===== config.mk =====
export PLATFORM = sky130hd
export DESIGN_NAME = wbm_ctrl
export DESIGN_NICKNAME = d
export VERILOG_FILES = /design/src/hw/rtl/wbm_pkg.sv /design/src/hw/rtl/wbm_ctrl.sv
export SDC_FILE = /design/constraint.sdc
export NUM_CORES = 1
export LEC_CHECK = 0
export BUFFER_PORTS_ARGS = -buffer_cell sky130_fd_sc_hd__clkbuf_2
export CORE_AREA = 2 2 39 41
export CTS_CLUSTER_DIAMETER = 80
export DETAILED_ROUTE_END_ITERATION = 8
export DIE_AREA = 0 0 41 43
export PLACE_DENSITY = 0.61
export SLEW_MARGIN = 15
export SYNTH_ARGS = -nofsm -noshare
export SYNTH_HDL_FRONTEND = slang
export SYNTH_SLANG_ARGS = --single-unit

===== constraint.sdc =====
create_clock -name clk -period 1.8 [get_ports clk]
set_clock_uncertainty 0.1 [all_clocks]
set_input_delay 0.36 -clock clk [delete_from_list [all_inputs] [get_ports clk]]
set_output_delay 0.36 -clock clk [all_outputs]
set_load 0.1 [all_outputs]

===== src/hw/rtl/wbm_pkg.sv =====
// Shared types, widths and constants of the windowed bit-rate meter.
package wbm_pkg;

  localparam int PKT_W    = 24;
  localparam int DUR_W    = 32;
  localparam int WIN_W    = 32;
  localparam int NUM_W    = 16;
  localparam int DEN_W    = 32;
  localparam int BYTES_W  = 34;
  localparam int TICKS_W  = 48;
  localparam int RATE_W   = 40;
  localparam int SUM_W    = 56;
  localparam int COUNT_W  = 32;
  localparam int CFG_IDX_W  = 2;
  localparam int CFG_DATA_W = 32;

  // Divisor is tick_numerator * ticks, dividend is bytes * 8 * tick_denominator.
  localparam int DIVISOR_W  = NUM_W + TICKS_W;
  localparam int BYTE_SHIFT = 3;
  localparam int PROD_W     = BYTES_W + DEN_W;
  localparam int DVD_W      = PROD_W + BYTE_SHIFT;
  localparam int SPLIT_W    = BYTES_W / 2;
  localparam int PART_W     = SPLIT_W + DEN_W;
  localparam int REM_W      = DIVISOR_W + 1;
  localparam int DIV_STEPS  = DVD_W;
  localparam int CNT_W      = $clog2(DIV_STEPS);

  localparam logic [CFG_IDX_W-1:0] CFG_WINDOW_BYTES     = 2'd0;
  localparam logic [CFG_IDX_W-1:0] CFG_TICK_NUMERATOR   = 2'd1;
  localparam logic [CFG_IDX_W-1:0] CFG_TICK_DENOMINATOR = 2'd2;

  localparam logic [WIN_W-1:0] WINDOW_BYTES_RST     = 32'd2097152;
  localparam logic [NUM_W-1:0] TICK_NUMERATOR_RST   = 16'd1;
  localparam logic [DEN_W-1:0] TICK_DENOMINATOR_RST = 32'd90000;

  typedef enum logic [2:0] {
    ST_IDLE,
    ST_EVAL,
    ST_MUL_LO,
    ST_MUL_HI,
    ST_DIV,
    ST_EMIT
  } state_t;

  typedef enum logic [1:0] {
    EMIT_NONE,
    EMIT_MEASURE,
    EMIT_ERROR
  } emit_kind_t;

  typedef struct packed {
    logic       accum;
    logic       eval;
    logic       mul_lo;
    logic       mul_hi;
    logic       div_step;
    logic       emit;
    emit_kind_t kind;
  } cmd_t;

  typedef struct packed {
    logic over_window;
    logic div_zero;
    logic div_last;
  } status_t;

endpackage


===== src/hw/rtl/wbm_ctrl.sv =====
// Sequencer of the meter: accumulate, compare, multiply, divide, emit.
module wbm_ctrl (
  input  logic              clk,
  input  logic              rst_n,
  input  logic              in_valid,
  output logic              in_ready,
  output logic              out_valid,
  input  logic              out_ready,
  input  wbm_pkg::status_t  status,
  output wbm_pkg::cmd_t     cmd
);

  wbm_pkg::state_t     state_r, state_nxt;
  wbm_pkg::emit_kind_t kind_r, kind_nxt;
  logic                out_valid_r, out_valid_nxt;
  logic                out_free;

  assign out_free  = !out_valid_r || out_ready;
  assign out_valid = out_valid_r;

  always_ff @(posedge clk) begin
    if (!rst_n) begin
      state_r     <= wbm_pkg::ST_IDLE;
      kind_r      <= wbm_pkg::EMIT_NONE;
      out_valid_r <= 1'b0;
    end else begin
      state_r     <= state_nxt;
      kind_r      <= kind_nxt;
      out_valid_r <= out_valid_nxt;
    end
  end

  always_comb begin
    state_nxt = state_r;
    kind_nxt  = kind_r;
    in_ready  = 1'b0;
    cmd       = '0;
    cmd.kind  = kind_r;
    case (state_r)
      wbm_pkg::ST_IDLE: begin
        in_ready = 1'b1;
        if (in_valid) begin
          cmd.accum = 1'b1;
          state_nxt = wbm_pkg::ST_EVAL;
        end
      end
      wbm_pkg::ST_EVAL: begin
        cmd.eval = 1'b1;
        if (status.over_window) begin
          state_nxt = wbm_pkg::ST_MUL_LO;
        end else begin
          kind_nxt  = wbm_pkg::EMIT_NONE;
          state_nxt = wbm_pkg::ST_EMIT;
        end
      end
      wbm_pkg::ST_MUL_LO: begin
        cmd.mul_lo = 1'b1;
        if (status.div_zero) begin
          kind_nxt  = wbm_pkg::EMIT_ERROR;
          state_nxt = wbm_pkg::ST_EMIT;
        end else begin
          state_nxt = wbm_pkg::ST_MUL_HI;
        end
      end
      wbm_pkg::ST_MUL_HI: begin
        cmd.mul_hi = 1'b1;
        state_nxt  = wbm_pkg::ST_DIV;
      end
      wbm_pkg::ST_DIV: begin
        cmd.div_step = 1'b1;
        if (status.div_last) begin
          kind_nxt  = wbm_pkg::EMIT_MEASURE;
          state_nxt = wbm_pkg::ST_EMIT;
        end
      end
      wbm_pkg::ST_EMIT: begin
        // The result word waits here until the output register is free.
        if (out_free) begin
          cmd.emit  = 1'b1;
          state_nxt = wbm_pkg::ST_IDLE;
        end
      end
      default: begin
        state_nxt = wbm_pkg::ST_IDLE;
      end
    endcase
  end

  always_comb begin
    out_valid_nxt = out_valid_r;
    if (out_ready) begin
      out_valid_nxt = 1'b0;
    end
    if (cmd.emit) begin
      out_valid_nxt = 1'b1;
    end
  end

  a_emit_slot_free: assert property (@(posedge clk) disable iff (!rst_n)
    cmd.emit |-> (!out_valid_r || out_ready))
    else $error("result word emitted over a word not yet taken");

  a_one_packet_at_a_time: assert property (@(posedge clk) disable iff (!rst_n)
    (in_valid && in_ready) |=> !in_ready)
    else $error("packet accepted while the previous one is still at work");

  a_div_runs_full: assert property (@(posedge clk) disable iff (!rst_n)
    (state_r == wbm_pkg::ST_DIV && !status.div_last) |=> state_r == wbm_pkg::ST_DIV)
    else $error("divider left before its last step");

  a_zero_divisor_error: assert property (@(posedge clk) disable iff (!rst_n)
    (state_r == wbm_pkg::ST_MUL_LO && status.div_zero) |=>
      (state_r == wbm_pkg::ST_EMIT && kind_r == wbm_pkg::EMIT_ERROR))
    else $error("zero divisor did not lead to an error word");

endmodule


==> impl_metrics.yaml <==
outcome:
  status: "finished clean"
min_path:
  worstHoldPathType: "in2reg"
  hold_start: "out_ready"
finish:
  area_delta_synth_final_pct: 68.0
  layout.nets: 74
  final_cell_mix: "clkbuf_2, buf_12"
  layout_commonest_cell: "clkbuf_2"
  antenna_cells: 0
  fin_cells: 81
  final_area_um2: 702
  drive_gt1_share_pct: 56.9
floorplanning:
  die_x_um: 41
  core-area_um2: 1380
  io_pins: 17
  initial_utilization_pct: 30.2
  rows: 14
  die-area_um2: 1760
  dieHeight_um: 43
power:
  ir_drop_v: 0.000448
  powerDensity_nw_per_um2: 1220
  total_power_uw: 856
  leakage_uw: 0.000288
setup_path:
  path_class: "reg2out"
  required_ns: 1.34
  end_kind: "primary output"
  cp_max_fo: 8
  crit_start: "state_r[1]"
  path_cells: "and2b_2 > and3_1 > buf_12"
  critPathSlowestCell: "dfxtp_4"
  crit_path_max_incr_delay_ns: 0.42
  cp.arrival_ns: 1.28
  timing.rr.start: "state_r[1]"
  start_kind: "flip-flop"
cts:
  clockBufferDepth: 2
  numClockSinks: 6
  cts_tree: "done"
  holdBufCountCts: 0
  cts_setup_buffers: 0
  cts_root_buf: "clkbuf_4"
  insertion_delay_ns: 0.23
  cts.htree.levels: 1
  cts_buffers: 3
  path_clk_slew_ns: 0.04
  cts_resized: 2
route:
  wl_um: 908
  remaining_drc_errors: 0
  ant_nets: 0
  first_pass_iters: 3
  drt_iter0_drc: 8
  num_vias: 408
  drt-wirelength-per-cell_um: 11.2
  avgViaCountPerCell: 5.04
run:
  drv_cap: 0
timing:
  slew_violations: 0
  fin_crit_ns: 1.74
  timing.fmax_mhz: 573
  relSlewSlack_pct: 64.2
  finalCritPeriodShare_pct: 96.9
  final-hold-violation-count: 0
  rsz0062_at_grt: "no"
  finalSetupViolations: 0
  worst_pin_slew_ns: 0.539
logic_synthesis:
  synth_area_um2: 418
  syn_inst: 47
  yosysUniqueCellTypes: 27
  yosysWarningCount: 0
  synth_nets: 54
  avgSynthCellArea_um2: 8.89
  ys_ff_latch: 6
  synth-seq-area-share_pct: 28.7
global_routing:
  gr-usage-all-layers_pct: 13.7
  grt_pass1_vias: 377
  antenna_found_initial: 0
  grt_max_degree: 11
  grt-ovfl-total: 0
  grt_pass1_wl_mm: 1.57
placed_design:
  placed_cell_area_um2: 676
  gp_congestion: 0.815
  numPortBuffers: 16
  dp.final_hpwl_um: 770
  dp.cells: 78
-- stage by stage --
| step | setup slack [ns] | hold slack [ns] | utilization [%] | TNS (ns) |
|---|---|---|---|---|
| final | 0.0556 | 0.336 | 50.7 | 0 |
| after floorplan | -0.405 | 0.406 | - | -0.729 |
| after global placement | 0.246 | 0.351 | 48.8 | 0 |
| after global routing | 0.00451 | 0.347 | 50.7 | 0 |
| after CTS | 0.0426 | 0.331 | 50.7 | 0 |
| after detailed placement | 0.244 | 0.361 | 48.8 | 0 |
-- sequential cells by signal, summed over array words and instances (netlist names) --
register,flops
kind_r,2
out_valid,1
state_r,3
-- where the power goes --
group	total, uW	internal (uW)	switching, uW
clock	116	74.9	40.9
combinational	555	210	345
sequential	184	152	32.7
-- cell usage after synthesis (all sizes together) --
cell     count  area [um2]
a21boi       1        7.51
a21oi        3        15.0
a32o         1        10.0
and2         1        6.26
and2b        3        26.3
and3         1        6.26
buf          4        31.3
dfxtp        6         120
inv          1        3.75
mux2i        1        10.0
nand2        2        7.51
nand2b       1        6.26
nand3        1        5.00
nand3b       2        27.5
nand4bb      1        11.3
nor2b        1        6.26
nor3         3        15.0
nor3b        6        45.0
o21ai        3        15.0
o21bai       1        7.51
o221a        1        11.3
or2          1        6.26
or3b         2        17.5
-- path summary, 6_finish.rpt --
check               to  cells past startpoint  slack [ns]
min          out_valid                      3        0.34
min reg2reg  kind_r[1]                      2        0.37
max             cmd[2]                      3        0.06
max reg2reg  kind_r[1]                      4        0.36
-- critical path, delay by kind of cell, from the launching register on --
kind,cells,cell delay (ns)
buf+inv,1,0.17
flops,1,0.42
simple gates,2,0.46
-- layout make-up --
| type | instances | area (um2) |
|---|---|---|
| Inverter | 1 | 3.75 |
| Timing Repair Buffer | 19 | 208 |
| Multi-Input combinational cell | 36 | 322 |
| Fill cell | 137 | 682 |
| Clock buffer | 3 | 22.5 |
| Sequential cell | 6 | 126 |
| Tap cell | 16 | 20.0 |
-- kinds of logic (layout without fill, tap and decap cells) --
family	after synthesis	after routing	share of synthesized area (%)
buf+inv	5	23	8.38
compound gates	10	10	15.9
flops	6	6	28.7
mux	1	1	2.40
simple gates	25	25	44.6
-- metal layers --
layer  vias to the layer above  global-route usage, %  wire, um
met4                         0                   12.0        15
met3                         2                   3.66        48
li1                        207                      -         -
met5                         -                      0         0
met1                       189                   15.3       374
met2                        10                   20.0       470
(Power assumes the default switching activity.)
